`src/sv/assert_macros.svh`:
```
// Assertion macros shared by the membership table RTL.
// Each macro wraps one clocked, reset-qualified concurrent assertion.
`ifndef ASSERT_MACROS_SVH
`define ASSERT_MACROS_SVH

// Property checked at every rising clock edge outside reset.
`define ASSERT_CLK(lbl, prop, msg) \
   lbl: assert property (@(posedge clock) disable iff (reset) (prop)) else $error(msg);

// Implication whose consequent is checked in the cycle after the antecedent (ante |=> cons).
`define ASSERT_NEXT(lbl, ante, cons, msg) \
   lbl: assert property (@(posedge clock) disable iff (reset) (ante) |=> (cons)) else $error(msg);

`endif

```
`src/sv/mcgm_pkg.sv`:
```
// Package for the multicast group membership table.
// Holds sizes, protocol codes and the types shared by the cell row and the top level.
// No dependencies.
package mcgm_pkg;

   localparam int TABLE_DEPTH = 16;
   localparam int CNT_W       = $clog2(TABLE_DEPTH + 1);
   localparam int ADDR_W      = 32;
   localparam int IDENT_W     = 16;
   localparam int COUNT_OUT_W = 5;
   localparam int REQ_DATA_W  = 48;
   localparam int RSP_DATA_W  = 56;

   localparam logic [7:0] MSG_REPORT_V3 = 8'h22;

   localparam logic [7:0] REC_INCLUDE    = 8'd1;
   localparam logic [7:0] REC_EXCLUDE    = 8'd2;
   localparam logic [7:0] REC_LEAVE      = 8'd3;
   localparam logic [7:0] REC_TO_EXCLUDE = 8'd4;

   // identifiers run 1..IDENT_MAX, the counter 0..IDENT_MAX-1
   localparam logic [IDENT_W-1:0] IDENT_MAX = 16'hFFFF;

   typedef enum logic [2:0] {
      S_IDLE  = 3'b001,
      S_MATCH = 3'b010,
      S_APPLY = 3'b100
   } state_type;

   // one table slot as handed between neighbors
   typedef struct packed {
      logic              used;
      logic              excl;
      logic [ADDR_W-1:0] group;
   } entry_type;

   // command broadcast from the controller to every cell
   typedef struct packed {
      logic              compare;
      logic              insert;
      logic              mark;
      logic              remove;
      logic              excl;
      logic [ADDR_W-1:0] addr;
   } cell_cmd_type;

endpackage

```
`src/sv/mcgm_cell.sv`:
```
// One slot of the membership table row.
// Holds a group address and its mode, compares against the broadcast address,
// and shifts down from its upper neighbor when a lower or own entry is removed.
// Depends on mcgm_pkg.
module mcgm_cell (
   input  logic                  clock,
   input  logic                  reset,
   input  mcgm_pkg::cell_cmd_type cmd,
   input  logic                  lower_used,
   input  logic                  shift_in,
   output logic                  shift_out,
   input  mcgm_pkg::entry_type   upper_entry,
   output mcgm_pkg::entry_type   entry,
   output logic                  match
);

   logic                          used_ff, used_in;
   logic                          excl_ff, excl_in;
   logic [mcgm_pkg::ADDR_W-1:0]   group_ff, group_in;
   logic                          match_ff, match_in;
   logic                          take_upper;
   logic                          take_new;

   // removal closes the gap: every slot at or above the hit pulls from above
   assign shift_out  = shift_in | match_ff;
   assign take_upper = cmd.remove & shift_out;
   assign take_new   = cmd.insert & ~used_ff & lower_used;

   always_comb begin
      used_in  = used_ff;
      excl_in  = excl_ff;
      group_in = group_ff;
      match_in = match_ff;
      if (cmd.compare) begin
         match_in = used_ff & (group_ff == cmd.addr);
      end
      if (take_upper) begin
         used_in  = upper_entry.used;
         excl_in  = upper_entry.excl;
         group_in = upper_entry.group;
      end else if (take_new) begin
         used_in  = 1'b1;
         excl_in  = cmd.excl;
         group_in = cmd.addr;
      end else if (cmd.mark && match_ff) begin
         excl_in = 1'b1;
      end
   end

   always_ff @(posedge clock) begin
      if (reset) begin
         used_ff  <= 1'b0;
         match_ff <= 1'b0;
      end else begin
         used_ff  <= used_in;
         match_ff <= match_in;
      end
   end

   always_ff @(posedge clock) begin
      excl_ff  <= excl_in;
      group_ff <= group_in;
   end

   assign entry.used  = used_ff;
   assign entry.excl  = excl_ff;
   assign entry.group = group_ff;
   assign match       = match_ff;

endmodule

```
`src/sv/multicast_group_membership_table.sv`:
```
// Multicast group membership table: takes one group record per req beat and
// answers with one rsp beat per record.
// req_tdata, low bit first: message_type[7:0], record_type[15:8],
// group_address[47:16]. Only message type 0x22 with record type 1..4 acts:
// include adds an absent group, exclude / change-to-exclude sets exclude mode
// (adding if absent), leave removes a present group and issues a query.
// rsp_tdata, low bit first: query_issued[0], query_group[32:1],
// query_ident[48:33], insert_dropped[49], member_count[54:50], zero pad[55].
// Timing: a taken req beat is captured, compared in parallel in the cell row,
// then applied in the update step, which registers the rsp beat. req_tready
// returns with the update, so no new record is taken until the last one has
// passed that capture / compare / update sequence.
// The result sits in an output register; req_tready comes back while it waits.
// If rsp_tready is low with a result still held, the next record waits in the
// update step until the held beat is taken.
// Reset empties the table (all slots unused), zeroes the count and the query
// identifier counter, and drops any held result.
// Depends on mcgm_pkg, mcgm_cell and assert_macros.svh.
`include "assert_macros.svh"

module multicast_group_membership_table (
   input  logic                              clock,
   input  logic                              reset,
   input  logic                              req_tvalid,
   output logic                              req_tready,
   // message_type[7:0], record_type[15:8], group_address[47:16]
   input  logic [mcgm_pkg::REQ_DATA_W-1:0]   req_tdata,
   output logic                              rsp_tvalid,
   input  logic                              rsp_tready,
   // query_issued[0], query_group[32:1], query_ident[48:33],
   // insert_dropped[49], member_count[54:50], pad[55]
   output logic [mcgm_pkg::RSP_DATA_W-1:0]   rsp_tdata
);

   localparam int D = mcgm_pkg::TABLE_DEPTH;

   mcgm_pkg::state_type                state_ff, state_in;
   logic [7:0]                         msg_ff, msg_in;
   logic [7:0]                         rec_ff, rec_in;
   logic [mcgm_pkg::ADDR_W-1:0]        addr_ff, addr_in;
   logic [mcgm_pkg::CNT_W-1:0]         count_ff, count_in;
   logic [mcgm_pkg::IDENT_W-1:0]       qcnt_ff, qcnt_in;
   logic                               rsp_valid_ff, rsp_valid_in;
   logic [mcgm_pkg::RSP_DATA_W-1:0]    rsp_data_ff, rsp_data_in;

   mcgm_pkg::cell_cmd_type             cmd;
   mcgm_pkg::entry_type                entries [D];
   logic [D-1:0]                       match_vec;
   logic [D-1:0]                       used_vec;
   logic [D:0]                         shift_chain;

   logic                               req_fire;
   logic                               apply_go;
   logic                               rec_ok;
   logic                               hit;
   logic                               full;
   logic                               do_insert, do_mark, do_remove, ins_excl;
   logic                               issued, dropped;
   logic [mcgm_pkg::IDENT_W-1:0]       ident;

   assign req_tready = (state_ff == mcgm_pkg::S_IDLE);
   assign req_fire   = req_tvalid & req_tready;
   assign apply_go   = (state_ff == mcgm_pkg::S_APPLY) & (~rsp_valid_ff | rsp_tready);

   assign hit    = |match_vec;
   assign full   = (count_ff == mcgm_pkg::CNT_W'(D));
   assign rec_ok = (msg_ff == mcgm_pkg::MSG_REPORT_V3) &&
                   (rec_ff inside {mcgm_pkg::REC_INCLUDE, mcgm_pkg::REC_EXCLUDE,
                                   mcgm_pkg::REC_LEAVE, mcgm_pkg::REC_TO_EXCLUDE});

   always_comb begin
      do_insert = 1'b0;
      do_mark   = 1'b0;
      do_remove = 1'b0;
      ins_excl  = 1'b0;
      dropped   = 1'b0;
      if (rec_ok) begin
         case (rec_ff)
            mcgm_pkg::REC_INCLUDE: begin
               do_insert = ~hit & ~full;
               dropped   = ~hit & full;
            end
            mcgm_pkg::REC_LEAVE: begin
               do_remove = hit;
            end
            default: begin
               ins_excl  = 1'b1;
               do_mark   = hit;
               do_insert = ~hit & ~full;
               dropped   = ~hit & full;
            end
         endcase
      end
   end

   assign issued = do_remove;
   assign ident  = qcnt_ff + mcgm_pkg::IDENT_W'(1);

   always_comb begin
      cmd.compare = (state_ff == mcgm_pkg::S_MATCH);
      cmd.insert  = apply_go & do_insert;
      cmd.mark    = apply_go & do_mark;
      cmd.remove  = apply_go & do_remove;
      cmd.excl    = ins_excl;
      cmd.addr    = addr_ff;
   end

   assign shift_chain[0] = 1'b0;

   for (genvar i = 0; i < D; i++) begin : g_cell
      mcgm_pkg::entry_type upper;
      logic                lower_used;
      if (i == D - 1) begin : g_top
         assign upper = '0;
      end else begin : g_mid
         assign upper = entries[i+1];
      end
      if (i == 0) begin : g_bottom
         assign lower_used = 1'b1;
      end else begin : g_above
         assign lower_used = entries[i-1].used;
      end
      mcgm_cell u_cell (
         .clock       (clock),
         .reset       (reset),
         .cmd         (cmd),
         .lower_used  (lower_used),
         .shift_in    (shift_chain[i]),
         .shift_out   (shift_chain[i+1]),
         .upper_entry (upper),
         .entry       (entries[i]),
         .match       (match_vec[i])
      );
      assign used_vec[i] = entries[i].used;
   end

   always_comb begin
      state_in     = state_ff;
      msg_in       = msg_ff;
      rec_in       = rec_ff;
      addr_in      = addr_ff;
      count_in     = count_ff;
      qcnt_in      = qcnt_ff;
      rsp_valid_in = rsp_valid_ff & ~rsp_tready;
      rsp_data_in  = rsp_data_ff;
      case (state_ff)
         mcgm_pkg::S_IDLE: begin
            if (req_fire) begin
               msg_in   = req_tdata[7:0];
               rec_in   = req_tdata[15:8];
               addr_in  = req_tdata[47:16];
               state_in = mcgm_pkg::S_MATCH;
            end
         end
         mcgm_pkg::S_MATCH: begin
            state_in = mcgm_pkg::S_APPLY;
         end
         mcgm_pkg::S_APPLY: begin
            if (apply_go) begin
               if (do_insert) begin
                  count_in = count_ff + mcgm_pkg::CNT_W'(1);
               end else if (do_remove) begin
                  count_in = count_ff - mcgm_pkg::CNT_W'(1);
               end
               if (issued) begin
                  qcnt_in = (qcnt_ff == mcgm_pkg::IDENT_MAX - mcgm_pkg::IDENT_W'(1)) ?
                            '0 : ident;
               end
               rsp_valid_in = 1'b1;
               rsp_data_in  = {1'b0,
                               mcgm_pkg::COUNT_OUT_W'(count_in),
                               dropped,
                               issued ? ident : mcgm_pkg::IDENT_W'(0),
                               issued ? addr_ff : mcgm_pkg::ADDR_W'(0),
                               issued};
               state_in     = mcgm_pkg::S_IDLE;
            end
         end
         default: begin
            state_in = mcgm_pkg::S_IDLE;
         end
      endcase
   end

   always_ff @(posedge clock) begin
      if (reset) begin
         state_ff     <= mcgm_pkg::S_IDLE;
         count_ff     <= '0;
         qcnt_ff      <= '0;
         rsp_valid_ff <= 1'b0;
      end else begin
         state_ff     <= state_in;
         count_ff     <= count_in;
         qcnt_ff      <= qcnt_in;
         rsp_valid_ff <= rsp_valid_in;
      end
   end

   always_ff @(posedge clock) begin
      msg_ff      <= msg_in;
      rec_ff      <= rec_in;
      addr_ff     <= addr_in;
      rsp_data_ff <= rsp_data_in;
   end

   assign rsp_tvalid = rsp_valid_ff;
   assign rsp_tdata  = rsp_data_ff;

   // table never overfills, and the occupied slots always match the count
   `ASSERT_CLK(a_count_bound, count_ff <= mcgm_pkg::CNT_W'(D), "member count above table depth")
   `ASSERT_CLK(a_used_count, $countones(used_vec) == int'(count_ff), "used slots differ from count")
   // addresses are unique, so at most one slot can hit
   `ASSERT_CLK(a_single_hit, $onehot0(match_vec), "more than one slot matched")
   `ASSERT_NEXT(a_accept_match, req_fire, state_ff == mcgm_pkg::S_MATCH,
                "accept not followed by compare")
   `ASSERT_CLK(a_ident_nonzero, !(rsp_valid_ff && rsp_data_ff[0]) || (rsp_data_ff[48:33] != '0),
               "issued query with zero identifier")

endmodule
```
`config.mk`:
```
export PLATFORM = sky130hd
export DESIGN_NAME = multicast_group_membership_table
export DESIGN_NICKNAME = d
export VERILOG_FILES = /design/src/sv/mcgm_pkg.sv /design/src/sv/mcgm_cell.sv /design/src/sv/multicast_group_membership_table.sv
export VERILOG_INCLUDE_DIRS = /design/src /design/src/sv
export SDC_FILE = /design/constraint.sdc
export NUM_CORES = 1
export LEC_CHECK = 0
export BUFFER_PORTS_ARGS = -buffer_cell sky130_fd_sc_hd__buf_2
export CORE_MARGIN = 2
export CORE_UTILIZATION = 63
export CTS_CLUSTER_DIAMETER = 60
export DETAILED_ROUTE_END_ITERATION = 7
export GPL_TIMING_DRIVEN = 0
export HOLD_SLACK_MARGIN = 0.1
export PLACE_DENSITY_LB_ADDON = 0.15
export RECOVER_POWER = 100
export SLEW_MARGIN = 0
export SYNTH_ARGS = -nofsm -noshare
export SYNTH_HDL_FRONTEND = slang
export SYNTH_HIERARCHICAL = 1
export SYNTH_SLANG_ARGS = --single-unit
export TNS_END_PERCENT = 20
```
`constraint.sdc`:
```
create_clock -name clock -period 8.9 [get_ports clock]
set_input_delay 1.335 -clock clock [delete_from_list [all_inputs] [get_ports clock]]
set_output_delay 1.335 -clock clock [all_outputs]
set_load 0.05 [all_outputs]
```
Yosys cells after proc, flatten, opt, wreduce, memory -nomap -nowiden
Cells that the tools add are included.
{ "op_classes": {"n_addsub": 3, "n_eq_ne": 28, "muxes": 72, "n_bitwise": 107, "reduce_logical": 24} }
{ "ops": {"columns": ["operator", "n"], "rows": [
  ["$mux 32", 30],
  ["$eq 32x32->1", 16],
  ["$and 1x1->1", 70],
  ["$mux 1", 36],
  ["$reduce_bool 2->1", 15],
  ["$not 1->1", 21],
  ["$add 16x1->16 const B", 1],
  ["$eq 16x16->1 const B", 1],
  ["$eq 8x2->1 const B", 2],
  ["$mux 16", 1],
  ["$or 1x1->1", 16],
  ["$reduce_or 16->1", 1],
  ["$mux 5", 2],
  ["$pmux 3 s3", 1],
  ["$eq 8x1->1 const B", 1],
  ["$eq 8x3->1 const B", 1],
  ["$eq 8x6->1 const B", 1],
  ["$mux 3", 2],
  ["$reduce_and 2->1", 3],
  ["$add 5x1->5 const B", 1],
  ["$eq 5x5->1 const B", 1],
  ["$sub 5x1->5 const B", 1],
  ["$reduce_bool 4->1", 1],
  ["$reduce_or 2->1", 2],
  ["other kinds (7)", 7]
]} }
{ "totals": {"regBits": 672, "inputBits": 52, "out_inout_bits": 58, "wordCells": 292} }

Depth between registers and ports, before layout
Gate-level depths: netlist of the first run.
{ "logic_depth": {"word_depth": 17, "mapped_depth": 20, "depth_no_buf": 19} }

By module
The synthesis of the first run kept the hierarchy.
{ "by_module_without_submodules": {"columns": ["mod", "n_inst", "cells_each", "area_per_inst_um2", "seq_area_each_um2"], "rows": [
  ["mcgm_cell", 16, 130, 1916.8, 1031.0],
  ["multicast_group_membership_table", 1, 427, 5465.2, 3593.4]
]} }

Worst setup path after synthesis of the first run
OpenSTA, ideal clock, no wires.
{ "synth_timing": {"kind": "input -> register", "startpoint": "input rsp_tready", "endpoint": "register, netlist name g_cell[0].u_cell/excl_ff", "setup_ps": 294, "t_arrival_ps": 6953, "required_time_ps": 8606, "slack_ps": 1653, "cell_stages": 11, "path_buffers": 3, "cell_sequence": "nand2b_1 nand2b_4 buf_6 clkinv_4 nand3_2 clkbuf_1 nor2_1 nand2_8 buf_12 o21ai_2 a21o_1"} }
{ "synth_lines": {"columns": ["element", "line_no", "rtl"], "rows": [
  ["start: declaration", "multicast_group_membership_table.sv:29", "input logic rsp_tready,"]
]} }

==> metrics.cfg, run 1 <==
[status]
outcome=finished with violations
violations=capacitance limit, slew limit

[critical_path]
rr_worst_depth=10
cp-end-kind=flip-flop
r2r_setup_slack_ns=2.36
cp.arrival_ns=7.41
criticalPathCategory=input port to flip-flop
max_stage_delay_ns=2.08
cp_cell_sequence=buf_2, nand2b_1, nand2b_4, clkbuf_1, clkinvlp_2, nand3_2, clkbuf_1, nor2_4, nand2_1, clkbuf_1, mux2_2
timing.critical_path.mode_cell=clkbuf_1
crit_slowest_cell=clkinvlp_2
crit_path_start_kind=input port
critPathLaunch=rsp_tready
crit_fanout=57
r2r-start=state_ff[0]
required_ns=9.38
rr_endpoint=g_cell[15].u_cell/group_ff[18]
critPathCapture=g_cell[15].u_cell/group_ff[18]

[sta]
slew_viol_final=256
fmax_mhz=144
totalNegativeSetupSlack_ns=0
finalSetupViolations=0
fin_skew_ns=0.0252
slew_headroom_pct=-119
fin_hold_ws_ns=0.491
fin_crit_ns=6.93
hold_viol_final=0
rsz0062_at_grt=false
worst_pin_slew_ns=3.29
fin_crit_sh_pct=77.9

[power]
p_per_area_nw_per_um2=170
peakVddDrop_uv=200
p_leak_nw=13.1

[clock_tree]
clock-root-buffer=clkbuf_16
cts_buffers=71
clock_latency_ns=0.61
hold_buffers=0
ctsResizeCount=0
clock_path_buffers=3
cts_setup_buffers=0
h-tree-depth=3
clk_pin_slew_ns=0.06
clkSinkCount=672
cts_tree=done

[synthesis]
syn_inst=2409
avgSynthCellArea_um2=14.6
syn-cell-area_um2=35200
ys.warnings.count=6

[place]
io_buffers=108
place_congestion=0.870
post-dp-hpwl_um=64300

[global_route]
grt_pass1_wl_um=131000
grt_antenna_before_repair=1
grt_use_total_pct=30.3
grt_pass1_vias=22400
grt_max_degree=58
grt_overflow=0

[floorplan]
die_h_um=240
initial_utilization_pct=63.7
core_um2=55200
die_w_um=240
fp-row-count=86
pin_count=110
die-area_um2=57800

[cells_and_area]
fin_nets=2744
drive_gt1_share_pct=31.2
syn_to_final_growth_pct=14.7

[flow_run]
maxCapViolCount=6

[min_path]
hold_path.class=flip-flop to flip-flop

[route]
drc=0
drt.antenna.violating_nets=0
drt_iter0_drc=1672
vias=21200
drt_pre_antenna_iters=7
wl_per_cell_um=24.8
wl_um=86600
vias_per_cell=6.06

-- cell usage in the layout (no fill, tap or decap), types with 57 or more instances in the layout --
master / n
edfxtp_1: 615
mux2_2: 506
xnor2_1: 377
xor2_1: 152
nand4_1: 117
clkbuf_1: 109
nor4_1: 73
clkbuf_16: 73
nand2_1: 66
dfxtp_1: 57
-- power by group --
part           switching [mW]  internal (mW)  leakage [nW]
registers              0.0544           3.47          5.90
logic                   0.271          0.294          6.20
clock network            1.20           1.57          1.05
total                    1.53           5.33          13.1
-- registers in the layout, summed over array words and instances, names as in the netlist --
name and cells:
rec_ff 8, addr_ff 32, g_cell.u_cell/used_ff 16, rsp_tvalid 1, msg_ff 8, qcnt_ff 16
state_ff 3, count_ff 5, rsp_tdata 55, g_cell.u_cell/match 16, g_cell.u_cell/group_ff 512
-- critical path: cells and delay by family --
family,cells,cell delay [ns]
AND/OR/NAND/NOR,5,1.84
multiplexers,1,0.29
buffers and inverters,5,3.91
-- per-stage QoR --
step           setup slack, ns  instances  cell area (µm²)  power (mW)  util [%]
2_1_floorplan             1.72       2444            35300        3.90         -
3_3_place_gp             0.421       3300            36800        4.04      66.7
3_5_place_dp              3.46       3361            38500        4.14      69.7
4_1_cts                   3.45       3491            40600        6.88      73.6
5_1_grt                   1.71       3494            40400        7.04      73.1
6_report                  1.97       3497            40400        6.86      73.1
-- worst min path at each step --
stage / from / endpoint / slack, ns / cells after the start
2_1_floorplan: g_cell[14].u_cell/match / g_cell[14].u_cell/match / 0.44 / 2
3_3_place_gp: g_cell[11].u_cell/match / g_cell[11].u_cell/match / 0.46 / 2
3_5_place_dp: g_cell[13].u_cell/match / g_cell[13].u_cell/match / 0.47 / 2
4_1_cts: g_cell[13].u_cell/match / g_cell[13].u_cell/match / 0.48 / 2
5_1_grt: g_cell[14].u_cell/match / g_cell[14].u_cell/match / 0.53 / 2
6_report: g_cell[13].u_cell/match / g_cell[13].u_cell/match / 0.49 / 2
-- layer usage --
layer | global-route usage (%) | up-vias | share of wire (%)
met5 | 0 | - | 0
met4 | 10.1 | 0 | 3.0
met3 | 4.32 | 191 | 4.9
met2 | 54.1 | 672 | 52
met1 | 38.0 | 10800 | 40
li1 | - | 9583 | -
-- layout make-up --
cell class,instances,area (µm²)
clock inverter,29,173
timing repair buffer,171,2110
sequential,672,19600
inverter,8,31.3
tap,748,936
clock buffer,101,1960
multi-input combinational,1674,14400
antenna,4,10.0
fill,3534,14800
buffer,90,1120
Note: power is estimated with default switching activity, not from simulation.
==> run 2: changes to the inputs <==
- ABC_AREA: default -> 1
- CORE_UTILIZATION: 63 -> 64
- clock period: 8.9 -> 6.7 ns (I/O delays scaled with it)
==> run 2 against run 1 <==
  * The flow still finishes with violations (capacitance limit, slew limit)
  * Clock power grew 48%
  * First-iteration DRC count shrank 0.36%
  * Combinational power grew 19%
  * Clock skew shrank 0.0041 ns
  * Sequential share of layout area shrank 1.8 points
  * Largest power group unchanged
==> metrics.cfg, run 2 <==
[status]
outcome=finished with violations
violations=capacitance limit, slew limit

[sta]
finalSetupViolations=0
fin_crit_sh_pct=88.9
fin_crit_ns=5.96
worst_pin_slew_ns=3.78
totalNegativeSetupSlack_ns=0
fmax_mhz=168
fin_skew_ns=0.0211
slew_viol_final=159
hold_viol_final=0
slew_headroom_pct=-152
rsz0062_at_grt=false

[cells_and_area]
n_antenna_cell=0
drive_gt1_share_pct=9.22
syn_to_final_growth_pct=10.6
fin_nets=4553
regMostFlops=g_cell.u_cell/group_ff
layout_common_cells=nand2_1 (1,013), inv_1 (743), nor2_1 (683)
largest_reg_flops=512
final_common_cell=nand2_1

[place]
post-dp-hpwl_um=58400
place_congestion=0.879
io_buffers=108

[floorplan]
fp-row-count=89
pin_count=110
core_um2=58800
initial_utilization_pct=64.5
die-area_um2=61300
die_w_um=247
die_h_um=247

[clock_tree]
ctsResizeCount=0
clock-root-buffer=clkbuf_16
h-tree-depth=3
clkSinkCount=672
clock_latency_ns=0.61
clk_pin_slew_ns=0.06
cts_setup_buffers=0
cts_buffers=74
clock_path_buffers=3
hold_buffers=0
cts_tree=done

[route]
wl_per_cell_um=15.2
drc=0
drt_pre_antenna_iters=5
vias_per_cell=5.10
wl_um=80900
drt_iter0_drc=1666
vias=27200
drt.antenna.violating_nets=0

[critical_path]
max_stage_delay_ns=2.84
crit_fanout=25
cp_cell_sequence=nor2_1, nand2_1, nor2_1, nand2_1, nand2_1, nor2_1, inv_1, nor2_4, clkdlybuf4s25_1, nand2_8, o21ai_2, buf_16
required_ns=7.02
cp.arrival_ns=6.27
crit_slowest_cell=clkdlybuf4s25_1
cp-end-kind=flip-flop
crit_path_start_kind=flip-flop
criticalPathCategory=flip-flop to flip-flop

[synthesis]
syn_inst=4256
syn-cell-area_um2=37900
avgSynthCellArea_um2=8.92
ys.warnings.count=6

[flow_run]
maxCapViolCount=4

[power]
p_leak_nw=18.1
peakVddDrop_uv=230
finalPower_mw=9.51
p_per_area_nw_per_um2=227

[global_route]
grt_pass1_wl_um=127000
grt_use_total_pct=26.2
grt_antenna_before_repair=0
grt_max_degree=64
grt_pass1_vias=26100
grt_overflow=0

[min_path]
hold_path.class=flip-flop to flip-flop

==> run 2: critical path: cells and delay by family (launching register included) <==
| kind | cells | cell delay (ns) |
|---|---|---|
| buffers and inverters | 3 | 3.27 |
| flip-flops | 1 | 0.39 |
| AND/OR/NAND/NOR | 8 | 1.35 |
| AO/OA/AOI/OAI | 1 | 0.53 |
==> run 2: metrics by stage <==
step                      area (µm²)  util, %  hold WS, ns  setup slack (ns)  cells
after detailed placement       40000     68.1        0.472              1.29   5185
after global routing           42000     71.4        0.509             0.575   5328
after global placement         39600     67.3        0.466             0.999   5171
after floorplan                38100        -        0.453              1.37   4290
final                          42000     71.4        0.483             0.742   5328
after CTS                      42500     72.2        0.480              1.26   5319
==> run 2: where the power goes <==
| group | internal [mW] | switching [mW] |
|---|---|---|
| registers | 4.63 | 0.129 |
| logic | 0.294 | 0.379 |
| clock network | 2.46 | 1.63 |
==> run 2: layer usage <==
layer | GRT usage (%) | share of wire, % | vias to the layer above
li1 | - | - | 14100
met1 | 29.5 | 40 | 12300
met2 | 50.1 | 53 | 594
met3 | 3.70 | 4.2 | 145
met4 | 9.42 | 3.4 | 0
met5 | 0 | 0 | -
==> run 2: final timing paths <==
path / depth (start not counted) / from / slack (ns) / to
worst max-delay path: 12 / g_cell[0].u_cell/match / 0.74 / g_cell[15].u_cell/group_ff[0]
worst min-delay path: 2 / g_cell[13].u_cell/match / 0.48 / g_cell[13].u_cell/match
worst max register to register: 12 / g_cell[0].u_cell/match / 0.74 / g_cell[15].u_cell/group_ff[0]
worst min register to register: 2 / g_cell[13].u_cell/match / 0.48 / g_cell[13].u_cell/match
==> run 2: layout make-up <==
class	instances	area (µm²)
Inverter	747	2800
Tap cell	773	967
Sequential cell	672	19600
Clock inverter	32	330
Clock buffer	102	2100
Timing Repair Buffer	131	1030
Buffer	108	881
Multi-Input combinational cell	2763	14200
Fill cell	4662	16800
